## config.mk

```make
export PLATFORM = sky130hd
export DESIGN_NAME = plnsf_filter
export DESIGN_NICKNAME = d
export VERILOG_FILES = /design/src/hw/rtl/plnsf_pkg.sv /design/src/hw/rtl/plnsf_filter.sv
export SDC_FILE = /design/constraint.sdc
export NUM_CORES = 2
export LEC_CHECK = 0
export BUFFER_PORTS_ARGS = -buffer_cell sky130_fd_sc_hd__buf_2
export CAP_MARGIN = 10
export CORE_ASPECT_RATIO = 0.6
export CORE_MARGIN = 4
export CORE_UTILIZATION = 48
export DETAILED_ROUTE_END_ITERATION = 8
export HOLD_SLACK_MARGIN = 0.06
export SLEW_MARGIN = 0
export SYNTH_ARGS = -nofsm -noshare
export SYNTH_HDL_FRONTEND = slang
export SYNTH_SLANG_ARGS = --single-unit
```

## constraint.sdc

```tcl
create_clock -name aclk -period 7.7 [get_ports aclk]
set_input_delay 0.77 -clock aclk [delete_from_list [all_inputs] [get_ports aclk]]
set_output_delay 0.77 -clock aclk [all_outputs]
set_load 0.005 [all_outputs]
```

## src/hw/rtl/plnsf_pkg.sv

```systemverilog
// Shared types, field widths, register indexes and reset values for the
// power-law noise shaping filter. No dependencies.
`timescale 1ns / 1ps
`default_nettype none

package plnsf_pkg;

    localparam int DEFAULT_MAX_TAPS = 64;

    localparam int ALPHA_W   = 16;
    localparam int TAPS_W    = 7;
    localparam int WHITE_W   = 16;
    localparam int NOISE_W   = 24;
    localparam int COEF_W    = 18;
    localparam int RECIP_W   = 25;
    localparam int CFG_IDX_W = 2;

    typedef logic signed [COEF_W-1:0]  coef_t;
    typedef logic signed [WHITE_W-1:0] white_t;
    typedef logic signed [NOISE_W-1:0] noise_t;

    // Configuration register indexes.
    localparam logic [CFG_IDX_W-1:0] REG_ALPHA = 2'd0;
    localparam logic [CFG_IDX_W-1:0] REG_TAPS  = 2'd1;
    localparam logic [CFG_IDX_W-1:0] REG_BLUE  = 2'd2;

    localparam logic [ALPHA_W-1:0] ALPHA_RESET = 16'd16384;
    localparam logic [TAPS_W-1:0]  TAPS_RESET  = 7'd16;
    localparam logic               BLUE_RESET  = 1'b0;

    // Leading coefficient, 1.0 in Q1.16.
    localparam coef_t COEF_ONE = 18'sd65536;
    localparam coef_t COEF_MAX = 18'sd131071;
    localparam coef_t COEF_MIN = -18'sd131072;

    localparam noise_t NOISE_MAX = 24'sd8388607;
    localparam noise_t NOISE_MIN = -24'sd8388608;

endpackage

`default_nettype wire

```

## src/hw/rtl/plnsf_filter.sv

```systemverilog
// Filter engine: coefficient memory, circular output-history memory and the
// multiply-accumulate pipeline with rounding and saturation. Uses plnsf_pkg.
`timescale 1ns / 1ps
`default_nettype none

module plnsf_filter #(
    parameter int MAX_TAPS = plnsf_pkg::DEFAULT_MAX_TAPS
) (
    input  wire                                 aclk,
    input  wire                                 aresetn,
    input  wire                                 start,
    input  plnsf_pkg::white_t                   white,
    input  wire                                 blue,
    input  wire [$clog2(MAX_TAPS)-1:0]          last_k,
    input  wire                                 coef_we,
    input  wire [$clog2(MAX_TAPS)-1:0]          coef_addr,
    input  plnsf_pkg::coef_t                    coef_data,
    output logic                                idle,
    output logic                                m_valid,
    input  wire                                 m_ready,
    output plnsf_pkg::noise_t                   m_noise_sample,
    output logic                                m_saturated
);

    localparam int AW    = $clog2(MAX_TAPS);
    localparam int HIST  = MAX_TAPS - 1;
    localparam int PW    = plnsf_pkg::COEF_W + plnsf_pkg::NOISE_W;
    localparam int ACC_W = PW + AW + 1;
    localparam int RW    = ACC_W - 16;

    localparam logic [2:0] ST_IDLE  = 3'd0;
    localparam logic [2:0] ST_RUN   = 3'd1;
    localparam logic [2:0] ST_DRAIN = 3'd2;
    localparam logic [2:0] ST_ROUND = 3'd3;
    localparam logic [2:0] ST_OUT   = 3'd4;

    localparam logic signed [ACC_W-1:0] HALF = ACC_W'(32768);
    localparam logic signed [RW-1:0]    Y_MAX = RW'(8388607);
    localparam logic signed [RW-1:0]    Y_MIN = -RW'(8388608);

    plnsf_pkg::coef_t       coef_mem [MAX_TAPS];
    plnsf_pkg::noise_t      hist_mem [HIST];

    logic [2:0]             state_reg, state_next;
    logic [AW-1:0]          k_reg;
    logic [AW-1:0]          last_k_reg;
    logic [AW-1:0]          rptr_reg;
    logic [AW-1:0]          wptr_reg;
    logic [AW-1:0]          fill_reg;
    logic                   v1_reg, m1_reg, v2_reg;
    plnsf_pkg::coef_t       coef_q_reg;
    plnsf_pkg::noise_t      hist_q_reg;
    logic signed [PW-1:0]   prod_reg;
    logic signed [ACC_W-1:0] acc_reg;
    logic signed [RW-1:0]   y_rnd_reg;
    plnsf_pkg::white_t      prev_white_reg;
    logic                   m_valid_reg;
    plnsf_pkg::noise_t      m_noise_reg;
    logic                   m_sat_reg;

    logic                   out_fire;
    logic signed [16:0]     s_val;
    logic signed [ACC_W-1:0] acc_neg;
    logic signed [ACC_W-1:0] acc_sum;
    logic [AW-1:0]          newest_ptr;
    plnsf_pkg::noise_t      y_sat;
    logic                   sat_flag;

    always_comb begin
        out_fire   = (state_reg == ST_OUT) && (!m_valid_reg || m_ready);
        s_val      = blue ? ({prev_white_reg[15], prev_white_reg} - {white[15], white})
                          : {white[15], white};
        acc_neg    = ACC_W'(acc_reg[ACC_W-1]);
        acc_sum    = acc_reg + HALF - acc_neg;
        newest_ptr = (wptr_reg == '0) ? AW'(HIST - 1) : wptr_reg - AW'(1);
        if (y_rnd_reg > Y_MAX) begin
            y_sat    = plnsf_pkg::NOISE_MAX;
            sat_flag = 1'b1;
        end else if (y_rnd_reg < Y_MIN) begin
            y_sat    = plnsf_pkg::NOISE_MIN;
            sat_flag = 1'b1;
        end else begin
            y_sat    = y_rnd_reg[plnsf_pkg::NOISE_W-1:0];
            sat_flag = 1'b0;
        end
    end

    always_comb begin
        state_next = state_reg;
        unique case (state_reg)
            ST_IDLE:  if (start) state_next = ST_RUN;
            ST_RUN:   if (k_reg == last_k_reg) state_next = ST_DRAIN;
            ST_DRAIN: if (!v1_reg && !v2_reg) state_next = ST_ROUND;
            ST_ROUND: state_next = ST_OUT;
            ST_OUT:   if (out_fire) state_next = ST_IDLE;
            default:  state_next = ST_IDLE;
        endcase
    end

    // Control state. Reads and the history write never overlap because an
    // item runs alone. The coefficient memory is to be rewritten only while the
    // engine is held idle; the user is bound by this, the block does not enforce it.
    always_ff @(posedge aclk) begin
        if (!aresetn) begin
            state_reg      <= ST_IDLE;
            wptr_reg       <= '0;
            fill_reg       <= '0;
            v1_reg         <= 1'b0;
            v2_reg         <= 1'b0;
            m_valid_reg    <= 1'b0;
            prev_white_reg <= '0;
        end else begin
            state_reg <= state_next;
            v1_reg    <= (state_reg == ST_RUN);
            v2_reg    <= v1_reg;
            if (state_reg == ST_IDLE && start) begin
                prev_white_reg <= white;
            end
            if (out_fire) begin
                wptr_reg <= (wptr_reg == AW'(HIST - 1)) ? '0 : wptr_reg + AW'(1);
                if (fill_reg != AW'(HIST)) begin
                    fill_reg <= fill_reg + AW'(1);
                end
                m_valid_reg <= 1'b1;
            end else if (m_ready) begin
                m_valid_reg <= 1'b0;
            end
        end
    end

    always_ff @(posedge aclk) begin
        if (state_reg == ST_IDLE && start) begin
            k_reg      <= AW'(1);
            last_k_reg <= last_k;
            rptr_reg   <= newest_ptr;
            acc_reg    <= {{(ACC_W - 33){s_val[16]}}, s_val, 16'b0};
        end
        if (state_reg == ST_RUN) begin
            m1_reg   <= (k_reg <= fill_reg);
            k_reg    <= k_reg + AW'(1);
            rptr_reg <= (rptr_reg == '0) ? AW'(HIST - 1) : rptr_reg - AW'(1);
        end
        if (v1_reg) begin
            if (m1_reg) begin
                prod_reg <= coef_q_reg * hist_q_reg;
            end else begin
                prod_reg <= '0;
            end
        end
        if (v2_reg) begin
            acc_reg <= acc_reg - {{(ACC_W - PW){prod_reg[PW-1]}}, prod_reg};
        end
        if (state_reg == ST_ROUND) begin
            y_rnd_reg <= acc_sum[ACC_W-1:16];
        end
        if (out_fire) begin
            m_noise_reg <= y_sat;
            m_sat_reg   <= sat_flag;
        end
    end

    // Memories.
    always_ff @(posedge aclk) begin
        if (coef_we) begin
            coef_mem[coef_addr] <= coef_data;
        end
        if (state_reg == ST_RUN) begin
            coef_q_reg <= coef_mem[k_reg];
        end
    end

    always_ff @(posedge aclk) begin
        if (out_fire) begin
            hist_mem[wptr_reg] <= y_sat;
        end
        if (state_reg == ST_RUN) begin
            hist_q_reg <= hist_mem[rptr_reg];
        end
    end

    assign idle           = (state_reg == ST_IDLE);
    assign m_valid        = m_valid_reg;
    assign m_noise_sample = m_noise_reg;
    assign m_saturated    = m_sat_reg;

    a_pipe_step: assert property (@(posedge aclk) disable iff (!aresetn)
        v1_reg |=> v2_reg)
        else $error("product stage did not follow read stage");

    a_round_drained: assert property (@(posedge aclk) disable iff (!aresetn)
        (state_reg == ST_ROUND) |-> (!v1_reg && !v2_reg))
        else $error("rounding started with products still in flight");

    a_tap_range: assert property (@(posedge aclk) disable iff (!aresetn)
        (state_reg == ST_RUN) |-> ((k_reg != '0) && (k_reg <= last_k_reg)))
        else $error("tap index out of range");

    a_hist_ptrs: assert property (@(posedge aclk) disable iff (!aresetn)
        (fill_reg <= AW'(HIST)) && (wptr_reg < AW'(HIST)))
        else $error("history pointer or fill count out of range");

    a_out_load: assert property (@(posedge aclk) disable iff (!aresetn)
        out_fire |=> (m_valid_reg && (state_reg == ST_IDLE)))
        else $error("finished sample not presented");

endmodule

`default_nettype wire
```

======== Word level (Yosys, flattened, before mapping) ========
Memories as Yosys holds them, arrays and structs flattened. A register that Yosys moved wholly into a read port is not among the register bits.
Index checks and enable logic that the tools add are counted.
operators by class
  mux-type cells .......................... 24
  multipliers ............................. 1
  reduce and logical (&&, ||, !) cells .... 15
  equal/unequal tests ..................... 11
  add/sub/neg operators ................... 9
  order comparisons ....................... 3
operator list
  kind                                                                                count
  49-bit two-way mux                                                                  2
  49-bit by 17-bit adder with 49-bit output (second input constant)                   1
  49-bit by 2-bit subtractor with 49-bit output                                       1
  49-bit subtractor                                                                   1
  24-bit two-way mux                                                                  2
  18-bit by 24-bit multiplier with 42-bit output                                      1
  6-bit two-way mux                                                                   7
  33-bit by 24-bit greater-than comparator with 1-bit output (second input constant)  1
  33-bit by 24-bit < comparator with 1-bit output (second input constant)             1
  6-bit by 1-bit adder with 6-bit output (second input constant)                      3
  17-bit two-way mux                                                                  1
  16-bit by 16-bit subtractor with 17-bit output                                      1
  3-bit one-hot mux with 5 select lines                                               1
  6-bit logical NOT                                                                   2
  3-bit two-way mux                                                                   4
  6-bit by 1-bit subtractor with 6-bit output (second input constant)                 2
  2-bit != test (second input constant)                                               4
  1-bit two-way mux                                                                   7
  3-bit by 2-bit equality test with 1-bit output (second input constant)              2
  6-bit equality test                                                                 1
  6-bit equality test (second input constant)                                         1
  6-bit <= comparator                                                                 1
  6-bit != test (second input constant)                                               1
  2-bit nonzero test                                                                  3
  8 further kinds                                                                     12
word-level totals
  bits in writable memories ............... 2664
  word-level logic and storage cells ...... 81
  input bits .............................. 52
  bits in registers ....................... 202
  output and inout bits ................... 27
  memories ................................ 2
memory list
  memory    words  width  read ports  clocked after Yosys merged registers in  wr ports  line                RTL
  hist_mem  63     24     1           1                                        1         plnsf_filter.sv:42  plnsf_pkg::noise_t hist_mem [HIST];
  coef_mem  64     18     1           1                                        1         plnsf_filter.sv:41  plnsf_pkg::coef_t coef_mem [MAX_TAPS];

======== Longest topological paths before layout ========
  depth in word-level cells ............... 5
  mapped depth ............................ 25
  gate-level depth less buffers ........... 24

======== Worst setup path before layout ========
OpenSTA, ideal clock, no wires.
  path type ............................... flip-flop to flip-flop
  start point ............................. reg hist_q_reg[19], read port of hist_mem
  end point ............................... reg prod_reg[40] (data pin)
  stages on the path, launching flop included .. 26
  setup slack ............................. 1.410 ns
  required time ........................... 7.434 ns
  setup time .............................. 0.266 ns
  arrival time ............................ 6.024 ns
  path through ............................ edfxtp_1 -> clkbuf_1 -> clkbuf_1 -> nand2_1 -> fa_1 -> inv_1 -> fa_1 -> inv_1 -> fa_1 -> inv_1 -> fa_1 -> fa_1 -> inv_1 -> fa_1 -> inv_1 -> ha_1 -> a21o_1 -> a21o_1 -> a21o_1 -> a31o_2 -> o311ai_0 -> a21oi_1 -> o21ai_0 -> a31oi_1 -> xnor2_1 -> nor2_1
between the ends
  word-level cells in the longest chain between the ends .. 1
RTL lines
  element                                         line                 RTL
  start, declared                                 plnsf_filter.sv:52   plnsf_pkg::noise_t hist_q_reg;
  18-bit by 24-bit multiplier with 42-bit output  plnsf_filter.sv:145  prod_reg <= coef_q_reg * hist_q_reg;
  end signal, assigned                            plnsf_filter.sv:145
  end, declared                                   plnsf_filter.sv:53   logic signed [PW-1:0] prod_reg;
No other way between the ends.
A chain may end at the register's enable or synchronous reset.

======== Worst setup path after layout ========
  start point ............................. reg coef_q_reg[3], read port of coef_mem
  end point ............................... reg prod_reg[41] (data pin)
between the ends
  word-level cells in the longest chain between the ends .. 1
RTL lines
  element                                         line                 RTL
  start, declared                                 plnsf_filter.sv:51   plnsf_pkg::coef_t coef_q_reg;
  18-bit by 24-bit multiplier with 42-bit output  plnsf_filter.sv:145
No other way between the ends.

==> flow_summary.yaml <==
synthesis:
  synthSimpleGateAreaFrac: 0.0402
  synth_xor_area_frac: 0.0100
  synth_cells: 7357
  synthFlopType: "edfxtp_1"
  synthesis.nets: 8066
  synth_edf_count: 2874
  synthAdderAreaFrac: 0.0866
  yosysSeqAreaShare: 0.660
  yosysUniqueCellTypes: 80
  synth_top_area_frac: 0.654
  synthArstFlopShare: 0
  synth-seq-cells: 2908
  synth_area_leaders: "edfxtp_1 (65%), mux4_2 (14%), fa_1 (6.5%), ha_1 (2.2%), inv_1 (1.8%)"
  netlist_area_um2: 132000
  synth_top_family_by_area: "multiplexers"
  yosysTopAreaCell: "edfxtp_1"
  synth_compound_area_frac: 0.0304
  synthMuxAreaShare: 0.145
  avgSynthCellArea_um2: 17.9
  yosys_warnings: 0
cts:
  clkSinkCount: 2908
  numCtsBuffers: 279
  cts_tree: "built"
  htreeDepth: 5
  ctsHoldBuffers: 6
  cts_setup_buffers: 0
  clock_path_buffers: 4
  clock_latency_ns: 0.87
  root_buffer: "clkbuf_16"
  cts.clk_slew.worst_paths_ns: 0.07
  ctsResizeCount: 0
grt:
  grt_max_degree: 151
  grt_pass1_vias: 67900
  grt_pass1_wl_um: 496000
  track_usage: 0.241
  overflow: 0
  grt_antenna_before_repair: 28
routing:
  dr.first_iter.drc_count: 9195
  num_vias: 69000
  met1_length_um: 161000
  routed.top_layer: "met5"
  totalWireLength_um: 345000
  firstDrtPassIters: 6
  post_drt_wl_per_cell_um: 30.3
  wl_met3_um: 36100
  dr_wl_met2_um: 142000
  ant_nets: 0
  viasPerCell: 6.06
  route.detailed.drc: 0
setup_path:
  cp.buffers_inverters: 5
  cpMostUsedCell: "fa_1"
  critPathTopFamily: "adder cells"
  end_kind: "register"
  path_class: "register to register"
  arrival_ns: 7.89
  cp_cell_sequence: "nand2_1 -> inv_1 -> fa_1 -> inv_1 -> fa_1 -> fa_1 -> inv_1 -> fa_1 -> fa_1 -> inv_1 -> fa_1 -> inv_1 -> ha_1 -> a21oi_1 -> a21oi_1 -> o21ai_0 -> nand2b_1 -> nor3b_1 -> nand3_1 -> a211o_1 -> o31a_1 -> xnor2_1 -> nor2_1"
  cp.required_ns: 8.26
  path_max_fanout: 24
  crit_path_start_kind: "register"
  crit_path_top_delay_cell: "edfxtp_1"
  max_stage_delay_ns: 0.94
outcome:
  status: "completed"
final_layout:
  multi_input_area_um2: 41900
  area_growth_pct: 11.5
  largest_reg_flops: 1512
  drive_above_1_share: 0.215
  nNetsFinal: 8286
  filler_cell_count: 21200
  seqCellArea_um2: 87000
placed_design:
  hpwlAfterDp_um: 213000
  port-buffer-count: 78
  place_ws_ns: 0.499
  place_congestion: 0.880
sta:
  setup_viol: 0
  tightest_slew_ns: 1.26
  period_needed_ns: 7.33
  drv_slew: 0
  timing.final.crit_share: 0.952
  setup_ws_ns: 0.373
  clock_skew_ns: 0.0854
  hold_viol: 0
  fmax_ghz: 0.136
  tns_ns: 0
  rsz0062_at_grt: "no"
  relSlewSlack: 0.161
floorplanning:
  num_io_pins: 79
  die_y_um: 414
  num_rows: 148
  fp.dieW_um: 685
  core-area_um2: 272000
  floorplan.initialDensity: 0.484
  dieArea_um2: 283000
worst_hold_path:
  hold_path_class: "input port to register"
run:
  max_cap_viol_count: 0
[synthesized netlist by cell type, types with 38 or more instances]
| master | count |
|---|---|
| xor2_1 | 56 |
| xnor2_1 | 95 |
| nor2_1 | 299 |
| mux4_2 | 798 |
| and2_1 | 173 |
| inv_1 | 624 |
| nand2_1 | 423 |
| o21ai_0 | 126 |
| ha_1 | 230 |
| nand3_1 | 39 |
| mux2i_1 | 90 |
| fa_1 | 427 |
| a21o_1 | 90 |
| a21oi_1 | 155 |
| edfxtp_1 | 2874 |
| nor2b_1 | 38 |
| clkbuf_1 | 249 |
| buf_1 | 68 |
[routing by layer]
layer | vias to the layer above | track usage
met5 | - | 0
met4 | 6 | 0.0413
met3 | 401 | 0.0570
met2 | 3113 | 0.324
met1 | 36800 | 0.402
li1 | 28600 | -
[worst paths after layout]
kind                          start                  to  slack [ns]  cells after the start
hold reg to reg   prev_white_reg[0]   prev_white_reg[0]        0.47                      2
setup reg to reg      coef_q_reg[3]        prod_reg[41]        0.37                     23
hold / removal            white[12]  prev_white_reg[12]        0.20                      3
setup / recovery      coef_q_reg[3]        prod_reg[41]        0.37                     23
[tightest hold or removal path, delay by kind of cell]
family	cells	cell delay, ns
simple gates	1	0.05
compound gates	1	0.06
buf+inv	1	0.12
[metrics by stage]
stage / cell area [um^2] / cells / util / hold slack (ns)
final: 147000 / 11400 / 0.540 / 0.201
after CTS: 147000 / 11400 / 0.540 / 0.135
after detailed placement: 138000 / 10900 / 0.506 / 0.470
after floorplan: 132000 / 7357 / - / 0.443
after global placement: 138000 / 10900 / 0.506 / 0.455
after global routing: 147000 / 11400 / 0.540 / 0.172
[cell type report]
type                    instances  share of cell area
flip-flops and latches       2908               0.592
multi-input cells            3471               0.285
clock buffers                 337              0.0512
well taps                    3600              0.0306
inverters                     627              0.0160
repair buffers                290              0.0148
clock inverters               152              0.0106
diodes                          7            0.000119
[logic make-up (layout without fill, tap and decap cells)]
group / Yosys count / after routing
compound gates: 613 / 613
simple gates: 1141 / 1141
xor+xnor: 151 / 151
buf+inv: 978 / 1406
other cells: 0 / 7
mux: 909 / 909
flops: 2908 / 2908
fa+ha+maj: 657 / 657
[cells in the final DEF, fill, tap and decap left out, types with 62 or more instances in the layout]
cell type  count
clkbuf_16    294
o21ai_0      126
mux4_2       798
buf_2         78
ha_1         230
nand2_1      422
a21oi_1      155
mux2i_1       90
xnor2_1       95
fa_1         427
edfxtp_1    2874
buf_4        192
nor2_1       176
and2_1       173
inv_1        623
a21o_1        67
nor2_2        62
Power is not shown: default switching activity piles up to over one toggle a cycle in this logic, so the estimate is an artifact.
